<file path="config.mk">
export PLATFORM = sky130hd
export DESIGN_NAME = sorted_time_key_table_top_flat
export DESIGN_NICKNAME = d
export VERILOG_FILES = /design/src/hdl/stkt_pkg.sv /design/src/hdl/stkt_if.sv /design/src/hdl/sorted_time_key_table_top.sv /design/src/hdl/stkt_ram.sv /design/src/flat_wrapper.sv
export SDC_FILE = /design/constraint.sdc
export NUM_CORES = 2
export LEC_CHECK = 0
export ABC_AREA = 1
export BUFFER_PORTS_ARGS = -buffer_cell sky130_fd_sc_hd__clkbuf_2
export CAP_MARGIN = 20
export CORE_ASPECT_RATIO = 1.25
export CORE_MARGIN = 5
export CORE_UTILIZATION = 46
export DETAILED_ROUTE_END_ITERATION = 10
export PLACE_DENSITY_LB_ADDON = 0.05
export SLEW_MARGIN = 10
export SYNTH_ARGS = -nofsm -noshare
export SYNTH_HDL_FRONTEND = slang
export SYNTH_SLANG_ARGS = --single-unit
</file>
<file path="constraint.sdc">
create_clock -name clk_i -period 5.45 [get_ports clk_i]
set_clock_uncertainty 0.2 [all_clocks]
set_input_delay 0.2725 -clock clk_i [delete_from_list [all_inputs] [get_ports clk_i]]
set_output_delay 0.2725 -clock clk_i [all_outputs]
set_load 0.05 [all_outputs]
</file>
<file path="src/hdl/stkt_pkg.sv">
// Package for the sorted time key table.
// Holds the sizes, the request and status codes shared by the interfaces and the RTL.
// No dependencies.
package stkt_pkg;

  localparam int unsigned TABLE_DEPTH = 64;
  localparam int unsigned KEY_WIDTH   = 32;
  localparam int unsigned IDX_W       = $clog2(TABLE_DEPTH);
  localparam int unsigned CNT_W       = $clog2(TABLE_DEPTH + 1);
  localparam int unsigned PTR_W       = CNT_W + 1;
  localparam int unsigned KIND_W      = 3;
  localparam int unsigned STATUS_W    = 2;
  localparam int unsigned POS_W       = 8;
  localparam int unsigned DTOL_W      = 16;
  localparam int unsigned STOL_W      = 31;
  localparam int unsigned SUB_W       = KEY_WIDTH + 3;

  // Reset value of the duplicate tolerance register
  localparam logic [DTOL_W-1:0] DTOL_RESET = DTOL_W'(1);

  typedef enum logic [KIND_W-1:0] {
    KIND_SEARCH = 3'd0,
    KIND_INSERT = 3'd1,
    KIND_DELETE = 3'd2,
    KIND_READ   = 3'd3,
    KIND_LINEAR = 3'd4
  } kind_e;

  typedef enum logic [STATUS_W-1:0] {
    STATUS_OK        = 2'd0,
    STATUS_DUPLICATE = 2'd1,
    STATUS_FULL      = 2'd2,
    STATUS_RANGE     = 2'd3
  } status_e;

endpackage

</file>
<file path="src/hdl/stkt_if.sv">
// Request and response channels of the sorted time key table.
// Valid/ready handshake with the payload alongside; depends on stkt_pkg.
interface stkt_req_if;
  logic                                 valid;
  logic                                 ready;
  logic [stkt_pkg::KIND_W-1:0]          kind;
  logic signed [stkt_pkg::KEY_WIDTH-1:0] key;
  logic [stkt_pkg::IDX_W-1:0]           index;
  logic [stkt_pkg::STOL_W-1:0]          spacing_tolerance;

  modport source(output valid, kind, key, index, spacing_tolerance, input ready);
  modport sink(input valid, kind, key, index, spacing_tolerance, output ready);
endinterface

interface stkt_rsp_if;
  logic                                 valid;
  logic                                 ready;
  logic [stkt_pkg::STATUS_W-1:0]        status;
  logic signed [stkt_pkg::POS_W-1:0]    position;
  logic signed [stkt_pkg::KEY_WIDTH-1:0] key_out;
  logic [stkt_pkg::CNT_W-1:0]           entry_count;
  logic                                 is_linear;

  modport source(output valid, status, position, key_out, entry_count, is_linear,
                 input ready);
  modport sink(input valid, status, position, key_out, entry_count, is_linear,
               output ready);
endinterface

</file>
<file path="src/hdl/sorted_time_key_table_top.sv">
// Top level of the sorted time key table: sequencer, shared subtractor and key RAM.
// Depends on stkt_pkg, stkt_req_if, stkt_rsp_if and stkt_ram.
//
// The block holds up to 64 signed 16.16 time keys in ascending order in one
// RAM with a registered read port, and serves one request at a time; every
// request gives one response beat. All work goes through the RAM's one read
// port and one shared subtractor. A search bisects over at most 7 probes; an
// insert runs that search, then is rejected or moves the keys from the
// insertion point on up by one and writes the key; a delete moves the keys
// above the index down by one; a read fetches the key at the index; a
// linearity check stops at the first spacing out of tolerance. An index out
// of range, a linearity check on fewer than two keys and an unused kind go
// straight to the result. A finished result waits while an earlier response
// stays untaken. A new request is taken once the previous one has reached
// the response register, even if that response has not yet been taken. The
// key store has no reset; the entry count clears on reset and keys beyond it
// never reach a result.
module sorted_time_key_table_top (
  input  logic                        clk_i,
  input  logic                        rst_ni,
  stkt_req_if.sink                    req_i,
  stkt_rsp_if.source                  rsp_o,
  input  logic                        dup_tol_we_i,
  input  logic [stkt_pkg::DTOL_W-1:0] dup_tol_wdata_i
);

  localparam int unsigned KW  = stkt_pkg::KEY_WIDTH;
  localparam int unsigned SW  = stkt_pkg::SUB_W;
  localparam int unsigned IW  = stkt_pkg::IDX_W;
  localparam int unsigned CW  = stkt_pkg::CNT_W;
  localparam int unsigned PW  = stkt_pkg::PTR_W;

  typedef logic signed [PW-1:0] ptr_t;
  typedef logic signed [SW-1:0] wide_t;
  typedef logic [CW-1:0]        cnt_t;

  typedef enum logic [16:0] {
    ST_IDLE = 17'b00000000000000001,
    ST_SRCH = 17'b00000000000000010,
    ST_SCMP = 17'b00000000000000100,
    ST_FEND = 17'b00000000000001000,
    ST_DUP  = 17'b00000000000010000,
    ST_SHRD = 17'b00000000000100000,
    ST_SHWR = 17'b00000000001000000,
    ST_PUT  = 17'b00000000010000000,
    ST_DRD  = 17'b00000000100000000,
    ST_DWR  = 17'b00000001000000000,
    ST_RDK  = 17'b00000010000000000,
    ST_RDV  = 17'b00000100000000000,
    ST_LRD  = 17'b00001000000000000,
    ST_LSUB = 17'b00010000000000000,
    ST_LDEV = 17'b00100000000000000,
    ST_LCHK = 17'b01000000000000000,
    ST_DONE = 17'b10000000000000000
  } state_e;

  function automatic wide_t sext(input logic [KW-1:0] v);
    sext = {{(SW - KW){v[KW-1]}}, v};
  endfunction

  // Control state
  state_e                       state_q, state_d;
  cnt_t                         count_q, count_d;
  logic [stkt_pkg::DTOL_W-1:0]  dtol_q;
  logic                         out_valid_q, out_valid_d;

  // Request and working registers
  logic [stkt_pkg::KIND_W-1:0]  kind_q, kind_d;
  logic [KW-1:0]                key_q, key_d;
  logic [IW-1:0]                idx_q, idx_d;
  logic [stkt_pkg::STOL_W-1:0]  stol_q, stol_d;
  ptr_t                         lo_q, lo_d, hi_q, hi_d, floor_q, floor_d;
  logic [IW-1:0]                mid_q, mid_d;
  cnt_t                         j_q, j_d;
  logic [KW-1:0]                prev_q, prev_d;
  wide_t                        delta_q, delta_d, acc_q, acc_d;

  // Result being built and result register
  logic [stkt_pkg::STATUS_W-1:0] res_status_q, res_status_d;
  logic signed [stkt_pkg::POS_W-1:0] res_pos_q, res_pos_d;
  logic [KW-1:0]                res_key_q, res_key_d;
  logic                         res_lin_q, res_lin_d;
  logic [stkt_pkg::STATUS_W-1:0] out_status_q, out_status_d;
  logic signed [stkt_pkg::POS_W-1:0] out_pos_q, out_pos_d;
  logic [KW-1:0]                out_key_q, out_key_d;
  cnt_t                         out_cnt_q, out_cnt_d;
  logic                         out_lin_q, out_lin_d;

  // RAM port
  logic                         ram_we;
  logic [IW-1:0]                ram_waddr, ram_raddr;
  logic [KW-1:0]                ram_wdata, ram_rdata;

  // Shared subtractor
  wide_t                        sub_a, sub_b, sub_res;

  // Helpers
  logic                         req_beat;
  logic [PW-1:0]                mid_sum;
  ptr_t                         mid_ext, ins_pos;
  cnt_t                         ins_c, jm1, jp1, jp2;
  wide_t                        dtol_ext;
  logic [SW-1:0]                mag, stol_ext;

  assign req_beat  = req_i.valid && req_i.ready;
  assign req_i.ready = (state_q == ST_IDLE);

  assign mid_sum   = lo_q + hi_q;
  assign mid_ext   = ptr_t'({{(PW - IW){1'b0}}, mid_q});
  assign ins_pos   = floor_q + ptr_t'(1);
  assign ins_c     = ins_pos[CW-1:0];
  assign jm1       = j_q - cnt_t'(1);
  assign jp1       = j_q + cnt_t'(1);
  assign jp2       = j_q + cnt_t'(2);
  assign dtol_ext  = wide_t'({{(SW - stkt_pkg::DTOL_W){1'b0}}, dtol_q});
  assign stol_ext  = {{(SW - stkt_pkg::STOL_W){1'b0}}, stol_q};
  assign mag       = acc_q[SW-1] ? (-acc_q) : acc_q;

  // Select operands of the shared subtractor
  always_comb begin
    sub_a = sext(key_q);
    sub_b = sext(ram_rdata);
    if (state_q == ST_LSUB) begin
      sub_a = sext(ram_rdata);
      sub_b = sext(prev_q);
    end else if (state_q == ST_LDEV) begin
      sub_a = acc_q;
      sub_b = delta_q;
    end
  end
  assign sub_res = sub_a - sub_b;

  // Sequencer
  always_comb begin
    state_d      = state_q;
    count_d      = count_q;
    out_valid_d  = out_valid_q;
    kind_d       = kind_q;
    key_d        = key_q;
    idx_d        = idx_q;
    stol_d       = stol_q;
    lo_d         = lo_q;
    hi_d         = hi_q;
    floor_d      = floor_q;
    mid_d        = mid_q;
    j_d          = j_q;
    prev_d       = prev_q;
    delta_d      = delta_q;
    acc_d        = acc_q;
    res_status_d = res_status_q;
    res_pos_d    = res_pos_q;
    res_key_d    = res_key_q;
    res_lin_d    = res_lin_q;
    out_status_d = out_status_q;
    out_pos_d    = out_pos_q;
    out_key_d    = out_key_q;
    out_cnt_d    = out_cnt_q;
    out_lin_d    = out_lin_q;
    ram_we       = 1'b0;
    ram_waddr    = j_q[IW-1:0];
    ram_wdata    = ram_rdata;
    ram_raddr    = j_q[IW-1:0];

    // Drop the response once its beat is taken
    if (rsp_o.ready) begin
      out_valid_d = 1'b0;
    end

    unique case (state_q)
      ST_IDLE: begin
        if (req_beat) begin
          kind_d       = req_i.kind;
          key_d        = req_i.key;
          idx_d        = req_i.index;
          stol_d       = req_i.spacing_tolerance;
          lo_d         = ptr_t'(0);
          hi_d         = ptr_t'({1'b0, count_q}) - ptr_t'(1);
          j_d          = cnt_t'(0);
          res_status_d = stkt_pkg::STATUS_OK;
          res_pos_d    = '0;
          res_key_d    = '0;
          res_lin_d    = 1'b0;
          priority if (req_i.kind == stkt_pkg::KIND_SEARCH ||
                       req_i.kind == stkt_pkg::KIND_INSERT) begin
            state_d = ST_SRCH;
          end else if (req_i.kind == stkt_pkg::KIND_DELETE) begin
            if ({1'b0, req_i.index} >= count_q) begin
              res_status_d = stkt_pkg::STATUS_RANGE;
              state_d      = ST_DONE;
            end else if ({1'b0, req_i.index} + cnt_t'(1) < count_q) begin
              j_d     = {1'b0, req_i.index};
              state_d = ST_DRD;
            end else begin
              count_d = count_q - cnt_t'(1);
              state_d = ST_DONE;
            end
          end else if (req_i.kind == stkt_pkg::KIND_READ) begin
            if ({1'b0, req_i.index} >= count_q) begin
              res_status_d = stkt_pkg::STATUS_RANGE;
              state_d      = ST_DONE;
            end else begin
              state_d = ST_RDK;
            end
          end else if (req_i.kind == stkt_pkg::KIND_LINEAR) begin
            if (count_q < cnt_t'(2)) begin
              res_lin_d = 1'b1;
              state_d   = ST_DONE;
            end else begin
              state_d = ST_LRD;
            end
          end else begin
            state_d = ST_DONE;
          end
        end
      end

      // Bisection step: issue the read of the middle key
      ST_SRCH: begin
        if (lo_q <= hi_q) begin
          mid_d     = mid_sum[IW:1];
          ram_raddr = mid_sum[IW:1];
          state_d   = ST_SCMP;
        end else begin
          floor_d = hi_q;
          state_d = ST_FEND;
        end
      end

      // Narrow the range on the sign of key minus middle key
      ST_SCMP: begin
        if (sub_res[SW-1]) begin
          hi_d    = mid_ext - ptr_t'(1);
          state_d = ST_SRCH;
        end else if (sub_res != '0) begin
          lo_d    = mid_ext + ptr_t'(1);
          state_d = ST_SRCH;
        end else begin
          floor_d = mid_ext;
          state_d = ST_FEND;
        end
      end

      // Search over: report, or fetch the floor key for an insert
      ST_FEND: begin
        ram_raddr = floor_q[IW-1:0];
        if (kind_q == stkt_pkg::KIND_SEARCH) begin
          res_pos_d = stkt_pkg::POS_W'(floor_q);
          state_d   = ST_DONE;
        end else begin
          res_pos_d = stkt_pkg::POS_W'(ins_pos);
          state_d   = ST_DUP;
        end
      end

      // Reject a near-duplicate or a full table, else open the gap
      ST_DUP: begin
        if (!floor_q[PW-1] && (sub_res < dtol_ext)) begin
          res_status_d = stkt_pkg::STATUS_DUPLICATE;
          state_d      = ST_DONE;
        end else if (count_q >= cnt_t'(stkt_pkg::TABLE_DEPTH)) begin
          res_status_d = stkt_pkg::STATUS_FULL;
          state_d      = ST_DONE;
        end else begin
          j_d     = count_q;
          state_d = (count_q > ins_c) ? ST_SHRD : ST_PUT;
        end
      end

      ST_SHRD: begin
        ram_raddr = jm1[IW-1:0];
        state_d   = ST_SHWR;
      end

      // Move one key up
      ST_SHWR: begin
        ram_we    = 1'b1;
        ram_waddr = j_q[IW-1:0];
        ram_wdata = ram_rdata;
        j_d       = jm1;
        state_d   = (jm1 > ins_c) ? ST_SHRD : ST_PUT;
      end

      ST_PUT: begin
        ram_we    = 1'b1;
        ram_waddr = ins_c[IW-1:0];
        ram_wdata = key_q;
        count_d   = count_q + cnt_t'(1);
        state_d   = ST_DONE;
      end

      ST_DRD: begin
        ram_raddr = jp1[IW-1:0];
        state_d   = ST_DWR;
      end

      // Move one key down
      ST_DWR: begin
        ram_we    = 1'b1;
        ram_waddr = j_q[IW-1:0];
        ram_wdata = ram_rdata;
        j_d       = jp1;
        if (jp2 < count_q) begin
          state_d = ST_DRD;
        end else begin
          count_d = count_q - cnt_t'(1);
          state_d = ST_DONE;
        end
      end

      ST_RDK: begin
        ram_raddr = idx_q;
        state_d   = ST_RDV;
      end

      ST_RDV: begin
        res_key_d = ram_rdata;
        state_d   = ST_DONE;
      end

      ST_LRD: begin
        ram_raddr = j_q[IW-1:0];
        state_d   = ST_LSUB;
      end

      // Take the spacing to the previous key
      ST_LSUB: begin
        prev_d = ram_rdata;
        if (j_q == cnt_t'(0)) begin
          j_d     = jp1;
          state_d = ST_LRD;
        end else if (j_q == cnt_t'(1)) begin
          delta_d = sub_res;
          if (jp1 >= count_q) begin
            res_lin_d = 1'b1;
            state_d   = ST_DONE;
          end else begin
            j_d     = jp1;
            state_d = ST_LRD;
          end
        end else begin
          acc_d   = sub_res;
          state_d = ST_LDEV;
        end
      end

      ST_LDEV: begin
        acc_d   = sub_res;
        state_d = ST_LCHK;
      end

      // Stop at the first spacing out of tolerance
      ST_LCHK: begin
        if (mag > stol_ext) begin
          res_lin_d = 1'b0;
          state_d   = ST_DONE;
        end else if (jp1 >= count_q) begin
          res_lin_d = 1'b1;
          state_d   = ST_DONE;
        end else begin
          j_d     = jp1;
          state_d = ST_LRD;
        end
      end

      // Hand the result to the response register once it is free
      ST_DONE: begin
        if (!out_valid_q || rsp_o.ready) begin
          out_valid_d  = 1'b1;
          out_status_d = res_status_q;
          out_pos_d    = res_pos_q;
          out_key_d    = res_key_q;
          out_cnt_d    = count_q;
          out_lin_d    = res_lin_q;
          state_d      = ST_IDLE;
        end
      end

      default: begin
        state_d = ST_IDLE;
      end
    endcase
  end

  // Control registers
  always_ff @(posedge clk_i or negedge rst_ni) begin
    if (!rst_ni) begin
      state_q     <= ST_IDLE;
      count_q     <= '0;
      dtol_q      <= stkt_pkg::DTOL_RESET;
      out_valid_q <= 1'b0;
    end else begin
      state_q     <= state_d;
      count_q     <= count_d;
      out_valid_q <= out_valid_d;
      if (dup_tol_we_i) begin
        dtol_q <= dup_tol_wdata_i;
      end
    end
  end

  // Payload and working registers
  always_ff @(posedge clk_i) begin
    kind_q       <= kind_d;
    key_q        <= key_d;
    idx_q        <= idx_d;
    stol_q       <= stol_d;
    lo_q         <= lo_d;
    hi_q         <= hi_d;
    floor_q      <= floor_d;
    mid_q        <= mid_d;
    j_q          <= j_d;
    prev_q       <= prev_d;
    delta_q      <= delta_d;
    acc_q        <= acc_d;
    res_status_q <= res_status_d;
    res_pos_q    <= res_pos_d;
    res_key_q    <= res_key_d;
    res_lin_q    <= res_lin_d;
    out_status_q <= out_status_d;
    out_pos_q    <= out_pos_d;
    out_key_q    <= out_key_d;
    out_cnt_q    <= out_cnt_d;
    out_lin_q    <= out_lin_d;
  end

  // Key store
  stkt_ram #(
    .WIDTH(KW),
    .DEPTH(stkt_pkg::TABLE_DEPTH)
  ) u_key_ram (
    .clk_i  (clk_i),
    .we_i   (ram_we),
    .waddr_i(ram_waddr),
    .wdata_i(ram_wdata),
    .raddr_i(ram_raddr),
    .rdata_o(ram_rdata)
  );

  // Response beat
  assign rsp_o.valid       = out_valid_q;
  assign rsp_o.status      = out_status_q;
  assign rsp_o.position    = out_pos_q;
  assign rsp_o.key_out     = out_key_q;
  assign rsp_o.entry_count = out_cnt_q;
  assign rsp_o.is_linear   = out_lin_q;

`ifndef SYNTHESIS
  a_count_bound: assert property (@(posedge clk_i) disable iff (!rst_ni)
    count_q <= cnt_t'(stkt_pkg::TABLE_DEPTH))
    else $error("entry count beyond table depth");

  a_count_step: assert property (@(posedge clk_i) disable iff (!rst_ni)
    (count_q != $past(count_q)) |->
      (count_q == $past(count_q) + cnt_t'(1) || count_q == $past(count_q) - cnt_t'(1)))
    else $error("entry count moved by more than one");

  a_write_in_use: assert property (@(posedge clk_i) disable iff (!rst_ni)
    ram_we |-> ({1'b0, ram_waddr} <= count_q))
    else $error("key write beyond the used part of the table");

  a_rsp_from_done: assert property (@(posedge clk_i) disable iff (!rst_ni)
    $rose(out_valid_q) |-> $past(state_q == ST_DONE))
    else $error("response raised outside the result hand-over");
`endif

endmodule

</file>
<file path="src/hdl/stkt_ram.sv">
// Generic single-write, single-read RAM with a registered read port.
// No dependencies.
module stkt_ram #(
  parameter int unsigned WIDTH = 32,
  parameter int unsigned DEPTH = 64
) (
  input  logic                     clk_i,
  input  logic                     we_i,
  input  logic [$clog2(DEPTH)-1:0] waddr_i,
  input  logic [WIDTH-1:0]         wdata_i,
  input  logic [$clog2(DEPTH)-1:0] raddr_i,
  output logic [WIDTH-1:0]         rdata_o
);

  logic [WIDTH-1:0] mem_q [DEPTH];
  logic [WIDTH-1:0] rdata_q;

  // Write one word, read one word every cycle
  always_ff @(posedge clk_i) begin
    if (we_i) begin
      mem_q[waddr_i] <= wdata_i;
    end
    rdata_q <= mem_q[raddr_i];
  end

  assign rdata_o = rdata_q;

endmodule
</file>
<file path="src/flat_wrapper.sv">
// flat-port wrapper written by rule: the top's interface ports become plain ports
module sorted_time_key_table_top_flat 
  (clk_i, rst_ni, dup_tol_we_i, dup_tol_wdata_i, req_i_valid, req_i_kind, req_i_key, req_i_index, req_i_spacing_tolerance, req_i_ready, rsp_o_valid, rsp_o_status, rsp_o_position, rsp_o_key_out, rsp_o_entry_count, rsp_o_is_linear, rsp_o_ready);
  stkt_req_if req_i_i ();
  stkt_rsp_if rsp_o_i ();
  input  logic clk_i;
  input  logic rst_ni;
  input  logic dup_tol_we_i;
  input  logic [stkt_pkg::DTOL_W-1:0] dup_tol_wdata_i;
  input wire logic [$bits(req_i_i.valid)-1:0] req_i_valid;
  input wire logic [$bits(req_i_i.kind)-1:0] req_i_kind;
  input wire logic [$bits(req_i_i.key)-1:0] req_i_key;
  input wire logic [$bits(req_i_i.index)-1:0] req_i_index;
  input wire logic [$bits(req_i_i.spacing_tolerance)-1:0] req_i_spacing_tolerance;
  output wire logic [$bits(req_i_i.ready)-1:0] req_i_ready;
  output wire logic [$bits(rsp_o_i.valid)-1:0] rsp_o_valid;
  output wire logic [$bits(rsp_o_i.status)-1:0] rsp_o_status;
  output wire logic [$bits(rsp_o_i.position)-1:0] rsp_o_position;
  output wire logic [$bits(rsp_o_i.key_out)-1:0] rsp_o_key_out;
  output wire logic [$bits(rsp_o_i.entry_count)-1:0] rsp_o_entry_count;
  output wire logic [$bits(rsp_o_i.is_linear)-1:0] rsp_o_is_linear;
  input wire logic [$bits(rsp_o_i.ready)-1:0] rsp_o_ready;
  assign req_i_i.valid = req_i_valid;
  assign req_i_i.kind = req_i_kind;
  assign req_i_i.key = req_i_key;
  assign req_i_i.index = req_i_index;
  assign req_i_i.spacing_tolerance = req_i_spacing_tolerance;
  assign req_i_ready = req_i_i.ready;
  assign rsp_o_valid = rsp_o_i.valid;
  assign rsp_o_status = rsp_o_i.status;
  assign rsp_o_position = rsp_o_i.position;
  assign rsp_o_key_out = rsp_o_i.key_out;
  assign rsp_o_entry_count = rsp_o_i.entry_count;
  assign rsp_o_is_linear = rsp_o_i.is_linear;
  assign rsp_o_i.ready = rsp_o_ready;
  sorted_time_key_table_top u_core (.clk_i(clk_i), .rst_ni(rst_ni), .req_i(req_i_i), .rsp_o(rsp_o_i), .dup_tol_we_i(dup_tol_we_i), .dup_tol_wdata_i(dup_tol_wdata_i));
endmodule
</file>
=== Word level (Yosys, flattened, before mapping) ===
Memory sizes are Yosys's and may differ from the RTL's. A register that Yosys moved wholly into a read port is not among the register bits.
Index checks and enable logic that the tools add are counted.

* Bits in registers: 345
* Memory bits (writable): 2,048
* Input bits: 93
* Memories kept: 1

* $add $sub $neg: 13
* Order comparisons: 11
* Equal/unequal tests: 42
* Multiplexer cells: 95
* Bitwise operators: 1
* Reductions and logical operators: 36

{| class="wikitable"
|+ Memories
! name !! depth !! bits a word !! rd ports !! clocked after memory_dff !! wr ports !! line !! RTL
|-
| u_core.u_key_ram.mem_q || 64 || 32 || 1 || 1 || 1 || stkt_ram.sv:15 || <nowiki>logic [WIDTH-1:0] mem_q [DEPTH];</nowiki>
|}

{| class="wikitable"
|+ Operators with widths
! kind !! count
|-
| 17-bit 2-to-1 mux || 19
|-
| 17-bit one-hot mux with 16 select lines || 1
|-
| 35-bit 2-to-1 mux || 7
|-
| 7-bit 2-to-1 mux || 16
|-
| 8-bit 2-to-1 mux || 11
|-
| 35-bit one-hot mux with 2 select lines || 1
|-
| 32-bit 2-to-1 mux || 2
|-
| 32-bit one-hot mux with 2 select lines || 1
|-
| 8-bit one-hot mux with 2 select lines || 4
|-
| 7-bit one-hot mux with 6 select lines || 1
|-
| 35-bit by 31-bit > comparator with 1-bit output || 1
|-
| 35-bit by 17-bit < comparator with 1-bit output || 1
|-
| 35-bit negator || 1
|-
| 35-bit nonzero test || 1
|-
| 35-bit subtractor || 1
|-
| 2-bit != test (second input constant) || 15
|-
| 6-bit one-hot mux with 5 select lines || 1
|-
| 7-bit one-hot mux with 3 select lines || 1
|-
| 6-bit 2-to-1 mux || 3
|-
| 17-bit by 1-bit equality test with 1-bit output (second input constant) || 1
|-
| 17-bit by 10-bit equality test with 1-bit output (second input constant) || 1
|-
| 17-bit by 11-bit equality test with 1-bit output (second input constant) || 1
|-
| 17-bit by 12-bit equality test with 1-bit output (second input constant) || 1
|-
| 17-bit by 13-bit equality test with 1-bit output (second input constant) || 1
|-
| 55 further kinds || 105
|}

=== Longest topological paths before layout ===
* Depth in word-level cells: 8
* Depth in mapped cells: 39

=== By module ===
A second synthesis with hierarchy kept.

* Cell total of the unflattened synthesis: 9,256
* Area, all modules: 104,053.5 µm²

{| class="wikitable"
|+ Modules (own cells, without submodules)
! module !! times used !! cells each !! area each (µm²) !! sequential area each (µm²)
|-
| stkt_ram || 1 || 6,785 || 82,785.6 || 62,139.6
|-
| sorted_time_key_table_top || 1 || 2,471 || 21,267.9 || 10,127.2
|}

=== Worst setup path after synthesis ===
No wires, ideal clock.

* Kind: flip-flop to flip-flop
* From: register u_core.state_q[0]
* To: register u_core.res_status_q[0] (netlist bit) (enable)
* Arrival time: 4,793 ps
* Required time: 4,956 ps
* Path slack: 162 ps
* Cell stages (with the launch flop): 38
* Path buffers: 3
* Path through: dfstp_2 nor2_1 nand2_1 nor2_1 buf_2 nand2_1 nor2_4 inv_1 clkbuf_1 clkbuf_1 nand2_1 o21ai_0 a21oi_1 ha_1 fa_1 inv_1 nand3_1 nand3_1 (+2 left out) nand2_1 nand2_1 xnor2_1 inv_1 ha_1 a21oi_1 nor3_1 a211oi_1 nand2_1 a21oi_1 nand2_1 nor2_1 nand4_1 nand2_1 nand3_1 nand3_1 nand2_1 inv_1

* Cells in the longest elaborated chain, start to end: 8
* Elaborated cells on any way between the ends: 16
* Those cells by class: add/sub (1); order compare (1); eq/ne (6); mux (4); reduce/logical (4)

{| class="wikitable"
|+ RTL lines
! element !! line !! RTL
|-
| start: declaration || sorted_time_key_table_top.sv:62 || <nowiki>state_e state_q, state_d;</nowiki>
|-
| start signal: assignment || sorted_time_key_table_top.sv:392 || <nowiki>state_q <= state_d;</nowiki>
|-
| 17-bit by 15-bit equality test with 1-bit output || sorted_time_key_table_top.sv:126 || <nowiki>end else if (state_q == ST_LDEV) begin</nowiki>
|-
| 35-bit 2-to-1 mux || sorted_time_key_table_top.sv:126 ||
|-
| 35-bit 2-to-1 mux || sorted_time_key_table_top.sv:123 || <nowiki>if (state_q == ST_LSUB) begin</nowiki>
|-
| 35-bit subtractor || sorted_time_key_table_top.sv:131 || <nowiki>assign sub_res = sub_a - sub_b;</nowiki>
|-
| 35-bit by 17-bit < comparator with 1-bit output || sorted_time_key_table_top.sv:257 || <nowiki>if (!floor_q[PW-1] && (sub_res < dtol_ext)) begin</nowiki>
|-
| 1-bit logical AND || sorted_time_key_table_top.sv:257 ||
|-
| 3-bit by 1-bit != test with 1-bit output (no source line) || n/a ||
|-
| 3-bit AND reduction (no source line) (*) || n/a ||
|-
| end signal: assignment || sorted_time_key_table_top.sv:415 || <nowiki>res_status_q <= res_status_d;</nowiki>
|-
| end: declaration || sorted_time_key_table_top.sv:79 || <nowiki>logic [stkt_pkg::STATUS_W-1:0] res_status_q, res_status_d;</nowiki>
|}

Every way passes the cells marked *; elsewhere a longest branch is shown, timed or not.
A chain may end at the register's enable or synchronous reset.

=== Final worst setup path ===
* From: register u_core.state_q[12]
* To: register u_core.res_status_q[0] (netlist bit) (enable)

The elaborated chain is that of the path after synthesis.

==> key figures <==
Clock network
  – CTS sink cnt: 2424
  – Clk Tree Root Cell: clkbuf_16
  – CTS Buffer Depth: 4
  – Clk slew on worst S/H paths: roughly 0.070 ns
  – CTS H-Tree Depth: 4
  – TritonCTS clock tree: done
  – Num CTS Buffers: about 250
  – Skew-Pair Late Insertion Delay: approximately 0.92 ns

STA
  – Min Hold Slack: ~0.066 ns
  – Min Tclk post-route: between 5 and 6 ns
  – Final Worst Setup Slack: 0.217 ns
  – Period utilisation layout: 96.0%
  – RSZ-0062 raised after global routing: yes
  – Final Setup Violations: 0
  – Final hold violations: 0
  – Fin. max-slew vios: 0
  – Fmax: between 150 and 200 MHz
  – Max-slew headroom: between 10% and 20%
  – Worst Tran Pin Value: approximately 1.2 ns

Routing
  – Via count: 80900
  – DRC: 0
  – Routed len/inst: 26.5 µm
  – Vias per Instance: 5.57
  – Final ANT Viol Nets: 0
  – Final WL: 384 mm
  – First-pass detailed-route iteration total: 6
  – Drt first-iter violations: 8560

Logic synthesis
  – Synth Cell Area: 0.111 mm²
  – Async SR Flop Fraction: 1.69%
  – Syn_area_per_cell: 10.6 µm²
  – #FFs+latches synth: 2424
  – Synth cell types: 57
  – Post-synth top flop: edfxtp_1
  – Syn Inst Count: 10500
  – Post-synth EDFFs: 2351
  – Synth Net Count: 10700
  – Ys Warns: 0
  – Register area share after synthesis: 65.3%

Placed design
  – PortBufs: ~140
  – Cell Area, Placed: approximately 0.12 mm²
  – Placement Setup Slack: -0.306 ns
  – Placer Congestion: ~0.9
  – Post-DP HPWL: 236 mm
  – Placed Cells: 13800

Worst setup path
  – CP arrival: 5.65 ns
  – Worst r2r path cells: 38
  – Setup slack, reg-to-reg: 0.22 ns
  – Crit path kind: reg -> reg
  – Reg-to-Reg End: u_core.res_status_q[0]
  – CP Buf/Inv Count: 9
  – Critical path origin: u_core.state_q[12]
  – Top delay family on crit path: simple AND/OR/NAND/NOR gates
  – CP max stage delay: ~0.40 ns
  – Crit start category: flip-flop
  – Critical Path RT: 5.87 ns
  – CP Max Fanout: 8
  – CP dominant cell by count: nand2_2
  – Crit. End Element: flip-flop
  – Slowest stage cell, crit path: dfrtp_1
  – R2R Path Start: u_core.state_q[12]

Outcome
  – Outcome: finished clean

Die
  – Initial Util: ~46%
  – Total die area: 0.251 mm²
  – # IOs: about 150
  – Die H: 558 µm
  – Die W: 449 µm
  – Core Area: between 0.2 and 0.25 mm²
  – Placement Rows: 201

Finish
  – Layout Nets: 11400
  – Layout cells sized above 1: 13.0%
  – Area grow syn2layout: 18.8%
  – Final Non-Filler Cells: 14500
  – Design area: 0.131 mm²
  – Commonest non-fill, non-tap cell in the layout: edfxtp_1
  – FILL cells: between 20000 and 25000
  – Most frequent cells in the layout: edfxtp_1, nand2_1, nand3_1

Worst hold path
  – Hold Path End: u_core.idx_q[2]
  – Hold crit path type: in -> reg
  – Critical hold path startpoint: req_i_index[2]
  – Hold Path Stages: 2

Job
  – Max cap viols: 0

Power
  – VDD IR-drop max: 394 µV
  – Power per cell area: 612 mW/mm²
  – Design Power: between 80 and 90 mW
  – LEAKAGE: 53.0 nW

GRT
  – First-pass GRT wire length: roughly 550 mm
  – Global route total overflow: 0
  – Vias in the first global route: 77500
  – Tot GR Track Use: around 30%
  – Initial antenna violation count: 11
  – Largest net degree at the start of global routing: 143
-- synthesized netlist by cell type, types with 32 or more instances --
cell         n  share of area, %
clkbuf_1   117              0.40
xor2_1      72              0.57
nand4_1     39              0.22
dfrtp_1     39              0.88
dfxtp_1     32              0.58
nand2_1   2352               8.0
edfxtp_1  2351                64
buf_2      349               1.6
buf_4       33              0.22
ha_1       152               1.7
nand3_1   1960               8.9
nor2_1     306               1.0
o21ai_0    210              0.95
a21oi_1    151              0.68
nor3_1      38              0.17
nand3b_1   646               4.4
buf_1       68              0.23
inv_1     1414               4.8
-- worst max path at each step --
stage	endpoint	cells past startpoint	slack (ns)
floorplan	u_core.res_status_q[0]	37	0.16
global placement	u_core.res_status_q[0]	35	-0.44
detailed placement	u_core.j_q[3]	38	-0.31
CTS	u_core.floor_q[2]	27	0.01
global route	u_core.res_status_q[1]	37	-0.03
finish	u_core.res_status_q[0]	38	0.22
-- layer usage --
layer  vias up  track usage [%]  wire (µm)
met4         0             9.73      13400
li1      36900                -          -
met2      3018             49.8     183000
met1     40500             41.3     163000
met5         -                0          0
met3       491             3.29      25000
-- power breakdown --
group	internal [mW]	switching, mW
sequential	24.1	0.519
clock	9.99	7.40
combinational	11.6	26.9
-- cell families after synthesis --
family                   share of synthesized area (%)
AO/OA/AOI/OAI                                     2.08
XOR/XNOR                                         0.657
adder cells (fa/ha/maj)                           1.77
buffers and inverters                             7.29
flip-flops                                        65.3
multiplexers                                    0.0192
AND/OR/NAND/NOR                                   22.9
-- layout make-up --
| type | count | area (µm²) | area share, % |
|---|---|---|---|
| repair buffers | 1026 | 9700 | 7.38 |
| flip-flops and latches | 2424 | 72300 | 55.0 |
| clock inverters | 151 | 1610 | 1.23 |
| diodes | 8 | 20.0 | 0.0152 |
| inverters | 1425 | 5380 | 4.09 |
| clock buffers | 307 | 6530 | 4.97 |
| multi-input cells | 6043 | 32000 | 24.3 |
| well taps | 3146 | 3940 | 2.99 |
-- registers in the layout, summed over array words and instances, names as in the netlist, 8 cells and up --
register	cells
u_core.delta_q	35
u_core.rsp_o.key_out	32
u_core.u_key_ram.rdata_o	32
u_core.state_q	17
u_core.res_key_q	32
u_core.key_q	32
u_core.stol_q	31
u_core.rsp_o.position	8
u_core.prev_q	32
u_core.dtol_q	16
u_core.u_key_ram.mem_q	2048
u_core.floor_q	8
u_core.res_pos_q	8
u_core.hi_q	8
u_core.acc_q	35
-- metrics by stage --
stage	util (%)	TNS [ns]
5_1_grt	54.8	-0.352
6_report	54.8	0
3_3_place_gp	50.0	-6.30
2_1_floorplan	-	0
3_5_place_dp	50.1	-5.62
4_1_cts	54.4	0
-- timing repair --
action,in CTS,in global routing
gates cloned,0,2
pin swaps,12,77
buffers inserted,8,23
endpoints found under the hold margin,226,0
hold buffers,207,0
resized for setup,20,216
endpoints found under the setup margin,38,39
-- worst reg2reg max path: cells and delay by family, from the launching register on --
kind | cells | cell delay [ns]
xor gates and xnor gates | 1 | 0.17
AOI/OAI and AO/OA | 4 | 0.45
DFF | 1 | 0.40
adders and majority gates | 2 | 0.60
buffers and inverters | 9 | 0.96
and+or+nand+nor | 22 | 2.20
Power figures use the tool's default switching activity.
